--- config.mk ---
export PLATFORM = sky130hd
export DESIGN_NAME = radix_integer_to_ascii_digits_flat
export DESIGN_NICKNAME = d
export VERILOG_FILES = /design/src/hdl/ritoa_pkg.sv /design/src/hdl/ritoa_if.sv /design/src/hdl/radix_integer_to_ascii_digits.sv /design/src/hdl/ritoa_ram.sv /design/src/hdl/ritoa_div.sv /design/src/flat_wrapper.sv
export SDC_FILE = /design/constraint.sdc
export NUM_CORES = 1
export LEC_CHECK = 0
export BUFFER_PORTS_ARGS = -buffer_cell sky130_fd_sc_hd__buf_2
export CAP_MARGIN = 40
export CORE_MARGIN = 1.5
export CORE_UTILIZATION = 65
export DETAILED_ROUTE_END_ITERATION = 8
export PLACE_DENSITY = 0.83
export SETUP_SLACK_MARGIN = 0.5
export SLEW_MARGIN = 10
export SYNTH_ARGS = -nofsm -noshare
export SYNTH_HDL_FRONTEND = slang
export SYNTH_SLANG_ARGS = --single-unit
--- constraint.sdc ---
create_clock -name clk_i -period 5.85 [get_ports clk_i]
set_input_delay 0.585 -clock clk_i [delete_from_list [all_inputs] [get_ports clk_i]]
set_output_delay 0.585 -clock clk_i [all_outputs]
set_load 0.005 [all_outputs]
--- src/hdl/ritoa_pkg.sv ---
// shared constants and helpers for the radix integer to ascii converter
`default_nettype none

package ritoa_pkg;

  // number format
  localparam int VALUE_WIDTH = 32;           // bits of the converted number
  localparam int VALUE_IN_W  = 32;           // width of the value field on the port
  localparam int BASE_W      = 6;
  localparam int CHAR_W      = 7;
  localparam int COUNT_W     = 6;
  localparam int DIGIT_W     = 6;            // one digit value, 0 to 35

  // digit store and counters
  localparam int DIGIT_DEPTH = VALUE_WIDTH + 1;
  localparam int ADDR_W      = $clog2(DIGIT_DEPTH);
  localparam int CNT_W       = $clog2(VALUE_WIDTH + 2);
  localparam int STEP_W      = $clog2(VALUE_WIDTH);

  // base limits
  localparam logic [BASE_W-1:0] MIN_BASE = BASE_W'(2);
  localparam logic [BASE_W-1:0] MAX_BASE = BASE_W'(36);

  // character codes
  localparam logic [CHAR_W-1:0] ZERO_CODE  = 7'h30;
  localparam logic [CHAR_W-1:0] ALPHA_CODE = 7'h41;
  localparam logic [CHAR_W-1:0] MINUS_CODE = 7'h2D;
  localparam logic [CHAR_W-1:0] NUL_CODE   = 7'h00;
  localparam logic [DIGIT_W-1:0] TEN       = DIGIT_W'(10);

  // digit value to ascii, 0-9 then A-Z
  function automatic logic [CHAR_W-1:0] digit_char(input logic [DIGIT_W-1:0] d);
    logic [CHAR_W-1:0] code;
    if (d < TEN) begin
      code = ZERO_CODE + CHAR_W'(d);
    end else begin
      code = ALPHA_CODE + CHAR_W'(d - TEN);
    end
    return code;
  endfunction

endpackage

`default_nettype wire

--- src/hdl/ritoa_if.sv ---
// input and output channel interfaces of the converter
`default_nettype none

interface ritoa_in_if;
  logic                                 valid;
  logic                                 ready;
  logic [ritoa_pkg::VALUE_IN_W-1:0]     value;
  logic [ritoa_pkg::BASE_W-1:0]         base;
  logic                                 is_signed;

  modport source  (output valid, value, base, is_signed, input ready);
  modport sink    (input valid, value, base, is_signed, output ready);
  modport monitor (input valid, ready, value, base, is_signed);
endinterface

interface ritoa_out_if;
  logic                                 valid;
  logic                                 ready;
  logic [ritoa_pkg::CHAR_W-1:0]         char_code;
  logic                                 last;
  logic [ritoa_pkg::COUNT_W-1:0]        total_chars;
  logic                                 error;

  modport source  (output valid, char_code, last, total_chars, error, input ready);
  modport sink    (input valid, char_code, last, total_chars, error, output ready);
  modport monitor (input valid, ready, char_code, last, total_chars, error);
endinterface

`default_nettype wire

--- src/hdl/radix_integer_to_ascii_digits.sv ---
// top level: integer to ascii digit converter, base 2 to 36
//
// Takes one number per word and emits its characters one word each, most
// significant digit first, with a leading minus for a negative signed number.
// The last word carries last and the character count; a base outside 2 to 36
// gives a single word with error set. Digits are produced least significant
// first by one shared restoring divider (one quotient bit per cycle), kept in
// a small digit ram, and read back in reverse. Each digit takes a start, the
// divider steps and a write-back; each character is then read from the ram,
// loaded and shown, and held until the output takes it.
// The input is ready only while no number is in progress.
`default_nettype none

module radix_integer_to_ascii_digits (
  input  wire logic        clk_i,
  input  wire logic        rst_ni,
  ritoa_in_if.sink         in_i,
  ritoa_out_if.source      out_o
);

  localparam int VW = ritoa_pkg::VALUE_WIDTH;
  localparam int CW = ritoa_pkg::CNT_W;
  localparam int AW = ritoa_pkg::ADDR_W;

  typedef enum logic [2:0] {
    S_IDLE,
    S_DIV_GO,
    S_DIV_WAIT,
    S_RD,
    S_LOAD,
    S_SHOW
  } state_e;

  state_e                              state_q;
  logic [VW-1:0]                       mag_q;
  logic [ritoa_pkg::BASE_W-1:0]        radix_q;
  logic                                neg_q;
  logic [CW-1:0]                       nd_q;
  logic [CW-1:0]                       idx_q;
  logic [ritoa_pkg::CHAR_W-1:0]        char_q;
  logic                                last_q;
  logic [ritoa_pkg::COUNT_W-1:0]       total_q;
  logic                                err_q;

  logic                                div_done;
  logic [VW-1:0]                       quot;
  logic [ritoa_pkg::DIGIT_W-1:0]       rem;
  logic [ritoa_pkg::DIGIT_W-1:0]       rd_digit;

  logic [VW-1:0]                       in_val;
  logic                                in_neg;
  logic                                bad_base;
  logic [CW-1:0]                       rd_idx;
  logic [CW:0]                         total_sum;
  logic                                wr_en;

  // input decode
  always_comb begin
    in_val    = VW'(in_i.value);
    in_neg    = in_i.is_signed && in_val[VW-1];
    bad_base  = (in_i.base < ritoa_pkg::MIN_BASE) || (in_i.base > ritoa_pkg::MAX_BASE);
    rd_idx    = idx_q - CW'(1);
    total_sum = (CW+1)'(nd_q) + (CW+1)'(neg_q);
    wr_en     = (state_q == S_DIV_WAIT) && div_done;
  end

  // shared divider
  ritoa_div u_div (
    .clk_i       (clk_i),
    .rst_ni      (rst_ni),
    .start_i     (state_q == S_DIV_GO),
    .dividend_i  (mag_q),
    .divisor_i   (radix_q),
    .done_o      (div_done),
    .quotient_o  (quot),
    .remainder_o (rem)
  );

  // digit store, least significant digit at address zero
  ritoa_ram #(
    .WIDTH (ritoa_pkg::DIGIT_W),
    .DEPTH (ritoa_pkg::DIGIT_DEPTH)
  ) u_ram (
    .clk_i   (clk_i),
    .we_i    (wr_en),
    .waddr_i (nd_q[AW-1:0]),
    .wdata_i (rem),
    .raddr_i (rd_idx[AW-1:0]),
    .rdata_o (rd_digit)
  );

  // sequencer
  always_ff @(posedge clk_i or negedge rst_ni) begin
    if (!rst_ni) begin
      state_q <= S_IDLE;
      neg_q   <= 1'b0;
      nd_q    <= '0;
      idx_q   <= '0;
      last_q  <= 1'b0;
      err_q   <= 1'b0;
      char_q  <= ritoa_pkg::NUL_CODE;
      total_q <= '0;
      mag_q   <= '0;
      radix_q <= '0;
    end else begin
      case (state_q)
        S_IDLE: begin
          if (in_i.valid) begin
            radix_q <= in_i.base;
            neg_q   <= in_neg;
            mag_q   <= in_neg ? (~in_val + VW'(1)) : in_val;
            nd_q    <= '0;
            if (bad_base) begin
              char_q  <= ritoa_pkg::NUL_CODE;
              last_q  <= 1'b1;
              total_q <= '0;
              err_q   <= 1'b1;
              state_q <= S_SHOW;
            end else begin
              state_q <= S_DIV_GO;
            end
          end
        end
        S_DIV_GO: begin
          state_q <= S_DIV_WAIT;
        end
        S_DIV_WAIT: begin
          if (div_done) begin
            mag_q <= quot;
            nd_q  <= nd_q + 1'b1;
            if ((quot == '0) || (nd_q == CW'(VW))) begin
              idx_q <= nd_q + 1'b1;
              if (neg_q) begin
                char_q  <= ritoa_pkg::MINUS_CODE;
                last_q  <= 1'b0;
                total_q <= '0;
                err_q   <= 1'b0;
                state_q <= S_SHOW;
              end else begin
                state_q <= S_RD;
              end
            end else begin
              state_q <= S_DIV_GO;
            end
          end
        end
        S_RD: begin
          state_q <= S_LOAD;
        end
        S_LOAD: begin
          idx_q   <= rd_idx;
          char_q  <= ritoa_pkg::digit_char(rd_digit);
          last_q  <= (idx_q == CW'(1));
          total_q <= (idx_q == CW'(1)) ? ritoa_pkg::COUNT_W'(total_sum) : '0;
          err_q   <= 1'b0;
          state_q <= S_SHOW;
        end
        S_SHOW: begin
          if (out_o.ready) begin
            state_q <= last_q ? S_IDLE : S_RD;
          end
        end
        default: begin
          state_q <= S_IDLE;
        end
      endcase
    end
  end

  // channel outputs
  assign in_i.ready        = (state_q == S_IDLE);
  assign out_o.valid       = (state_q == S_SHOW);
  assign out_o.char_code   = char_q;
  assign out_o.last        = last_q;
  assign out_o.total_chars = total_q;
  assign out_o.error       = err_q;

endmodule

`default_nettype wire

--- src/hdl/ritoa_ram.sv ---
// generic simple dual port ram with registered read
`default_nettype none

module ritoa_ram #(
  parameter int WIDTH = 8,
  parameter int DEPTH = 16
) (
  input  wire logic                     clk_i,
  input  wire logic                     we_i,
  input  wire logic [$clog2(DEPTH)-1:0] waddr_i,
  input  wire logic [WIDTH-1:0]         wdata_i,
  input  wire logic [$clog2(DEPTH)-1:0] raddr_i,
  output      logic [WIDTH-1:0]         rdata_o
);

  logic [WIDTH-1:0] mem_q [DEPTH];

  // write port
  always_ff @(posedge clk_i) begin
    if (we_i) begin
      mem_q[waddr_i] <= wdata_i;
    end
  end

  // registered read port
  always_ff @(posedge clk_i) begin
    rdata_o <= mem_q[raddr_i];
  end

endmodule

`default_nettype wire

--- src/hdl/ritoa_div.sv ---
// restoring divider by a small radix, one quotient bit per cycle
`default_nettype none

module ritoa_div (
  input  wire logic                                clk_i,
  input  wire logic                                rst_ni,
  input  wire logic                                start_i,
  input  wire logic [ritoa_pkg::VALUE_WIDTH-1:0]   dividend_i,
  input  wire logic [ritoa_pkg::BASE_W-1:0]        divisor_i,
  output      logic                                done_o,
  output      logic [ritoa_pkg::VALUE_WIDTH-1:0]   quotient_o,
  output      logic [ritoa_pkg::DIGIT_W-1:0]       remainder_o
);

  localparam int VW = ritoa_pkg::VALUE_WIDTH;
  localparam int DW = ritoa_pkg::DIGIT_W;

  logic                               busy_q;
  logic                               done_q;
  logic [ritoa_pkg::STEP_W-1:0]       step_q;
  logic [VW-1:0]                      dvd_q;
  logic [DW-1:0]                      rem_q;
  logic [ritoa_pkg::BASE_W-1:0]       dvs_q;

  logic [DW:0]                        trial;
  logic [DW:0]                        diff;
  logic                               fits;
  logic [DW-1:0]                      rem_d;

  // trial subtract of the shifted partial remainder
  always_comb begin
    trial = {rem_q, dvd_q[VW-1]};
    diff  = trial - (DW+1)'(dvs_q);
    fits  = trial >= (DW+1)'(dvs_q);
    rem_d = fits ? diff[DW-1:0] : trial[DW-1:0];
  end

  // control
  always_ff @(posedge clk_i or negedge rst_ni) begin
    if (!rst_ni) begin
      busy_q <= 1'b0;
      done_q <= 1'b0;
      step_q <= '0;
    end else begin
      done_q <= busy_q && (step_q == '0);
      if (start_i) begin
        busy_q <= 1'b1;
        step_q <= ritoa_pkg::STEP_W'(VW - 1);
      end else if (busy_q) begin
        if (step_q == '0) begin
          busy_q <= 1'b0;
        end else begin
          step_q <= step_q - 1'b1;
        end
      end
    end
  end

  // datapath, quotient bits shift in where the dividend shifts out
  always_ff @(posedge clk_i) begin
    if (start_i) begin
      dvd_q <= dividend_i;
      rem_q <= '0;
      dvs_q <= divisor_i;
    end else if (busy_q) begin
      dvd_q <= {dvd_q[VW-2:0], fits};
      rem_q <= rem_d;
    end
  end

  assign done_o      = done_q;
  assign quotient_o  = dvd_q;
  assign remainder_o = rem_q;

endmodule

`default_nettype wire

--- src/flat_wrapper.sv ---
// flat-port wrapper written by rule: the top's interface ports become plain ports
module radix_integer_to_ascii_digits_flat 
  (clk_i, rst_ni, in_i_valid, in_i_value, in_i_base, in_i_is_signed, in_i_ready, out_o_valid, out_o_char_code, out_o_last, out_o_total_chars, out_o_error, out_o_ready);
  ritoa_in_if in_i_i ();
  ritoa_out_if out_o_i ();
  input  wire logic clk_i;
  input  wire logic rst_ni;
  input wire logic [$bits(in_i_i.valid)-1:0] in_i_valid;
  input wire logic [$bits(in_i_i.value)-1:0] in_i_value;
  input wire logic [$bits(in_i_i.base)-1:0] in_i_base;
  input wire logic [$bits(in_i_i.is_signed)-1:0] in_i_is_signed;
  output wire logic [$bits(in_i_i.ready)-1:0] in_i_ready;
  output wire logic [$bits(out_o_i.valid)-1:0] out_o_valid;
  output wire logic [$bits(out_o_i.char_code)-1:0] out_o_char_code;
  output wire logic [$bits(out_o_i.last)-1:0] out_o_last;
  output wire logic [$bits(out_o_i.total_chars)-1:0] out_o_total_chars;
  output wire logic [$bits(out_o_i.error)-1:0] out_o_error;
  input wire logic [$bits(out_o_i.ready)-1:0] out_o_ready;
  assign in_i_i.valid = in_i_valid;
  assign in_i_i.value = in_i_value;
  assign in_i_i.base = in_i_base;
  assign in_i_i.is_signed = in_i_is_signed;
  assign in_i_ready = in_i_i.ready;
  assign out_o_valid = out_o_i.valid;
  assign out_o_char_code = out_o_i.char_code;
  assign out_o_last = out_o_i.last;
  assign out_o_total_chars = out_o_i.total_chars;
  assign out_o_error = out_o_i.error;
  assign out_o_i.ready = out_o_ready;
  radix_integer_to_ascii_digits u_core (.clk_i(clk_i), .rst_ni(rst_ni), .in_i(in_i_i), .out_o(out_o_i));
endmodule
# --- Word level (Yosys, flattened, before mapping) ---
# Memory sizes are Yosys's and may differ from the RTL's. A register that Yosys moved wholly into a read port is not among the register bits.
# Index checks and enable logic that the tools add are counted.
word_totals:
  ff_bits: 120
  mem_bits_rw: 198
  word_cells: 113
  mem_count: 1
  output_inout_bits: 17
mem_list:
  columns: ["memory", "depth", "word_bits", "read_ports", "rd_clocked_by_memory_dff", "wr", "line_no", "source"]
  rows:
  - ["u_core.u_ram.mem_q", 33, 6, 1, 1, 1, "ritoa_ram.sv:16", "logic [WIDTH-1:0] mem_q [DEPTH];"]
op_classes:
  bitwise_logic: 1
  n_reduce_logical: 18
  magnitude_cmp: 4
  n_eq_ne: 14
  add_sub_neg: 9
  n_mux: 50
ops:
  columns: ["op", "n"]
  rows:
  - ["$mux W32", 5]
  - ["$mux W6", 11]
  - ["$pmux W32 S2", 1]
  - ["$mux W7", 6]
  - ["$add A32 B1 Y32 const B", 1]
  - ["$logic_not A32 Y1", 1]
  - ["$not A32 Y32", 1]
  - ["$pmux W6 S2", 2]
  - ["$pmux W7 S3", 1]
  - ["$mux W3", 6]
  - ["$pmux W3 S6", 1]
  - ["$pmux W6 S3", 1]
  - ["$mux W5", 3]
  - ["$mux W1", 10]
  - ["$reduce_and A3 Y1", 3]
  - ["$ne A2 B2 Y1 const B", 4]
  - ["$add A6 B6 Y7 const A", 1]
  - ["$add A7 B7 Y7 const A", 1]
  - ["$ge A7 B6 Y1", 1]
  - ["$sub A6 B4 Y7 const B", 1]
  - ["$add A6 B1 Y6", 1]
  - ["$add A6 B1 Y6 const B", 1]
  - ["$eq A3 B2 Y1 const B", 2]
  - ["$eq A3 B3 Y1 const B", 2]
  - ["other kinds (20)", 29]

# --- Logic depth before layout (Yosys ltp) ---
depth:
  depth_word: 5
  ltp_mapped: 12
  mapped_depth_nobuf: 8

# --- Cells and area by module ---
# A second synthesis with hierarchy kept.
hier_totals:
  hier_cells: 1147
  hier_area_um2: 15083.2
modules_own_cells:
  columns: ["mod", "seq_area_each_um2", "area_per_inst_um2", "instances", "cells_per_inst"]
  rows:
  - ["ritoa_ram", 6065.8, 8160.3, 1, 458]
  - ["radix_integer_to_ascii_digits", 1726.7, 4491.8, 1, 513]
  - ["ritoa_div", 1436.4, 2431.1, 1, 176]

# --- Worst setup path after synthesis ---
# OpenSTA, ideal clock, no wires.
synth_path:
  path_type: "register to register"
  from: "reg u_core.idx_q[0]"
  to: "reg u_core.u_ram.rdata_o[0], read port of u_core.u_ram.mem_q"
  setup_time_ns: 0.137
  arrival_ns: 2.783
  path_slack_ns: 2.930
  n_path_buf: 5
  stages_incl_launch_ff: 12
  t_required_ns: 5.713
  period_less_slack_ns: 2.920
  path_cell_list: "dfrtp_1 buf_2 buf_6 buf_2 inv_1 ha_1 buf_2 clkbuf_1 mux4_2 mux2_2 o211ai_1 a31oi_1"
synth_via:
  elab_chain_len: 1
synth_rtl:
  columns: ["element", "line_no", "source"]
  rows:
  - ["from (decl)", "radix_integer_to_ascii_digits.sv:39", "logic [CW-1:0] idx_q;"]
  - ["from (signal assigned)", "radix_integer_to_ascii_digits.sv:132", "idx_q <= nd_q + 1'b1;"]
  - ["from (signal assigned)", "radix_integer_to_ascii_digits.sv:151", "idx_q <= rd_idx;"]
  - ["$sub A6 B1 Y6", "radix_integer_to_ascii_digits.sv:62", "rd_idx = idx_q - CW'(1);"]
  - ["to (decl)", "ritoa_ram.sv:13", "output logic [WIDTH-1:0] rdata_o"]
# Every way passes these cells.
# A chain may end at the register's enable or synchronous reset.

# --- Final worst setup path ---
layout_path:
  from: "reg u_core.state_q[2]"
  to: "reg u_core.mag_q[26]"
layout_via:
  elab_chain_len: 3
  elab_cells_between_ends: 7
layout_rtl:
  columns: ["element", "line_no", "source"]
  rows:
  - ["from (decl)", "radix_integer_to_ascii_digits.sv:34", "state_e state_q;"]
  - ["from (signal assigned)", "radix_integer_to_ascii_digits.sv:160", "state_q <= last_q ? S_IDLE : S_RD;"]
  - ["$eq A3 B2 Y1 / $logic_not A3 Y1 (equally long branches)", "radix_integer_to_ascii_digits.sv:106", "case (state_q)"]
  - ["$ne A2 B2 Y1 (no source line) / $reduce_bool A2 Y1 (equally long branches)", null, null]
  - ["$reduce_and A3 Y1 (no source line)", null, null]
  - ["to (signal assigned)", "radix_integer_to_ascii_digits.sv:111", "mag_q <= in_neg ? (~in_val + VW'(1)) : in_val;"]
  - ["to (signal assigned)", "radix_integer_to_ascii_digits.sv:129", "mag_q <= quot;"]
  - ["to (decl)", "radix_integer_to_ascii_digits.sv:35", "logic [VW-1:0] mag_q;"]
# Parallel ways exist; a longest one is shown, timed or not.

==> metrics.yaml <==
outcome:
  status: "finished, violations left"
  violations: "design-rule violations"
logic_synthesis:
  synth_area_leaders: "edfxtp_1 48%, dfrtp_1 13%, mux4_2 7.4%"
  synth_most_common_cell: "edfxtp_1"
  synth.distinct_cells: 75
  synth-edff-count: 236
  yosys.area.top_type: "edfxtp_1"
  synth_commonest_cells: "236 x edfxtp_1, 179 x nand2_1, 94 x nor2_1"
  synth_flop_cell: "edfxtp_1"
  ys_seq_area_share_pct: 62.9
  ys_seq_elements: 324
  syn_inst: 1137
  async_reset_ff_share_pct: 23.5
  avgSynthCellArea_um2: 12.9
  synth_top_area_share_pct: 48.3
  syn_nets: 1198
  ys_warn_count: 0
  synth_area_um2: 14700
route:
  drt-total-wl_um: 33300
  drt_iter0_markers: 1095
  first_pass_iters: 8
  vias_per_cell: 6.51
  wl_per_cell_um: 22.2
  drc_errors: 3
  num_vias: 9751
  antenna_left: 0
worst_setup_path:
  cp_cell_sequence: "or3_1, inv_2, nand2_1, nand2_1, and3_1, a21oi_1, o21ai_0"
  worst_path_most_repeated_cell: "nand2_1"
  cp.arrival_ps: 3230
  cp_data_required_time_ps: 6190
  startpoint_type: "register"
  cp_max_fo: 20
  path_class: "register to register"
  slowest_delay_ps: 650
  crit_path_end_kind: "register"
  cp_slowest_cell: "nand2_1"
sta:
  max_freq_ghz: 0.346
  worst_pin_slew_ps: 860
  fin_ws_ps: 2960
  finalHoldViolCount: 0
  period_minus_slack_ps: 2890
  maxSlewViolCount: 0
  slew_headroom_pct: 42.2
  period_share_pct: 49.4
  finalSetupTns_ps: 0
  setup_viol_count_final: 0
  finClkSkew_ps: 17.9
  grt_setup_unrepaired: "false"
power:
  pwr_density_cell_nw_per_um2: 538
  p_leak_uw: 0.00622
  ir_drop_uv: 458
clock_tree:
  cts-buffers-inserted: 34
  cts_buffer_depth: 3
  htree_num_levels: 2
  post-cts-setup-buffer-count: 0
  clk_pin_slew_worst_paths_ps: 60
  cts_tree: "built"
  root_buffer: "clkbuf_16"
  clkLatencyLatePin_ps: 520
  clock-sinks: 324
layout:
  final_nets: 1254
  syn_to_final_growth_pct: 11.7
  postLayoutCellArea_um2: 16400
  instances_no_fill: 1499
  layout-drive-gt1-share_pct: 17.5
  n_antenna_cell: 0
floorplanning:
  core-area_um2: 22000
  fp.dieW_um: 153
  rows: 54
  die_h_um: 153
  ioPinCount: 60
  start_util_pct: 66.8
  die-area_um2: 23500
global_route:
  grt_antenna_before_repair: 0
  grt_pass1_vias: 9492
  track_usage_pct: 29.3
  grt_max_degree: 62
  grt_pass1_wl_um: 52800
  grt_overflow_total: 0
place:
  io_buffers: 59
  post-place-ws_ps: 3070
  routabilityCongestion: 0.873
  dpl.cell_count: 1436
  hpwl_um: 21200
  placed_cell_area_um2: 15300
worst_hold_path:
  hold_class: "input pin to register"
job:
  maxCapViolCount: 0
[cell usage in the layout (no fill, tap or decap), types with 5 or more instances in the layout]
master,netlist,final
o22ai_1,8,8
a211oi_1,8,8
a21oi_1,42,42
and2_1,6,6
buf_2,14,61
nor4_1,12,12
mux2i_1,22,22
o21ai_1,10,10
mux4_2,48,48
a211o_1,7,7
xnor2_1,31,30
ha_1,17,16
nand2_1,179,179
clkbuf_1,42,9
or3_1,8,8
mux2_2,10,10
edfxtp_1,236,236
dfrtp_1,76,75
nor2_1,94,93
clkinv_1,1,6
clkbuf_16,0,34
a21o_1,5,5
nand2b_1,7,7
inv_1,24,24
nor2b_1,9,9
o211ai_1,7,7
o21ai_0,52,52
buf_4,2,16
nand3_1,19,19
a22o_1,7,7
nor3_1,14,14
a31oi_1,12,12
xor2_1,16,15
dfxtp_1,12,12
[through the flow]
step	hold WS (ps)	power, uW	utilization (%)
2_1_floorplan	289	5720	-
3_3_place_gp	430	6530	69.2
3_5_place_dp	433	6670	69.7
4_1_cts	273	8810	74.6
5_1_grt	310	9270	74.6
6_report	286	8820	74.6
[flip-flops by register name (all words and copies together) (netlist names)]
name,count
u_core.radix_q,6
u_core.neg_q,1
u_core.state_q,3
u_core.out_o.error,1
u_core.nd_q,6
u_core.idx_q,6
u_core.u_div.quotient_o,32
u_core.out_o.last,1
u_core.u_ram.mem_q,198
u_core.u_div.dvs_q,6
u_core.u_div.busy_q,1
u_core.mag_q,32
u_core.u_div.step_q,5
u_core.u_div.remainder_o,6
u_core.u_div.done_o,1
u_core.out_o.total_chars,6
u_core.out_o.char_code,7
u_core.u_ram.rdata_o,6
[timing repair]
| item | 4_1_cts | 5_1_grt |
|---|---|---|
| gates resized for setup | 0 | 0 |
| hold buffers | 1 | 0 |
| endpoints found under the hold margin | 15 | 0 |
[layout make-up]
type	instances	area, um2
clock inverters	16	150
inverters	26	97.6
repair buffers	83	529
fillers	1311	5570
clock buffers	46	926
multi-input cells	724	5100
well taps	280	350
flip-flops and latches	324	9230
[critical path: cells and delay by family (launching register included)]
kind,cells,cell delay (ps)
AND/OR/NAND/NOR,4,1850
flip-flops,1,530
AO/OA/AOI/OAI,2,270
buffers and inverters,1,60
[logic make-up after synthesis]
| group | after synthesis | share of synthesized area, % |
|---|---|---|
| buffers and inverters | 89 | 2.50 |
| DFF | 324 | 62.9 |
| and+or+nand+nor | 386 | 12.0 |
| muxes | 84 | 9.94 |
| AOI/OAI and AO/OA | 189 | 8.28 |
| xor gates and xnor gates | 47 | 2.80 |
| adders and majority gates | 18 | 1.59 |
[worst paths after layout]
kind,start,endpoint,slack (ps),cells after the start
setup / recovery,u_core.state_q[2],u_core.mag_q[26],2960,7
hold / removal,in_i_base[0],u_core.radix_q[0],290,3
setup reg to reg,u_core.state_q[2],u_core.mag_q[26],2960,7
hold reg to reg,u_core.radix_q[5],u_core.u_div.dvs_q[5],450,0
max in group asynchronous,rst_ni,u_core.idx_q[0],4750,3
min in group asynchronous,rst_ni,u_core.mag_q[25],480,2
[per-layer routing]
metal	routed length (um)	global-route usage (%)
met5	0	0
met3	2900	4.59
met2	16100	46.9
met4	760	8.36
met1	13600	42.4
[report_power, final]
part           total [uW]  switching [uW]  internal [uW]
clock network        2090             874           1210
logic                3300            1930           1370
registers            3430             327           3100
(Power assumes the default switching activity.)
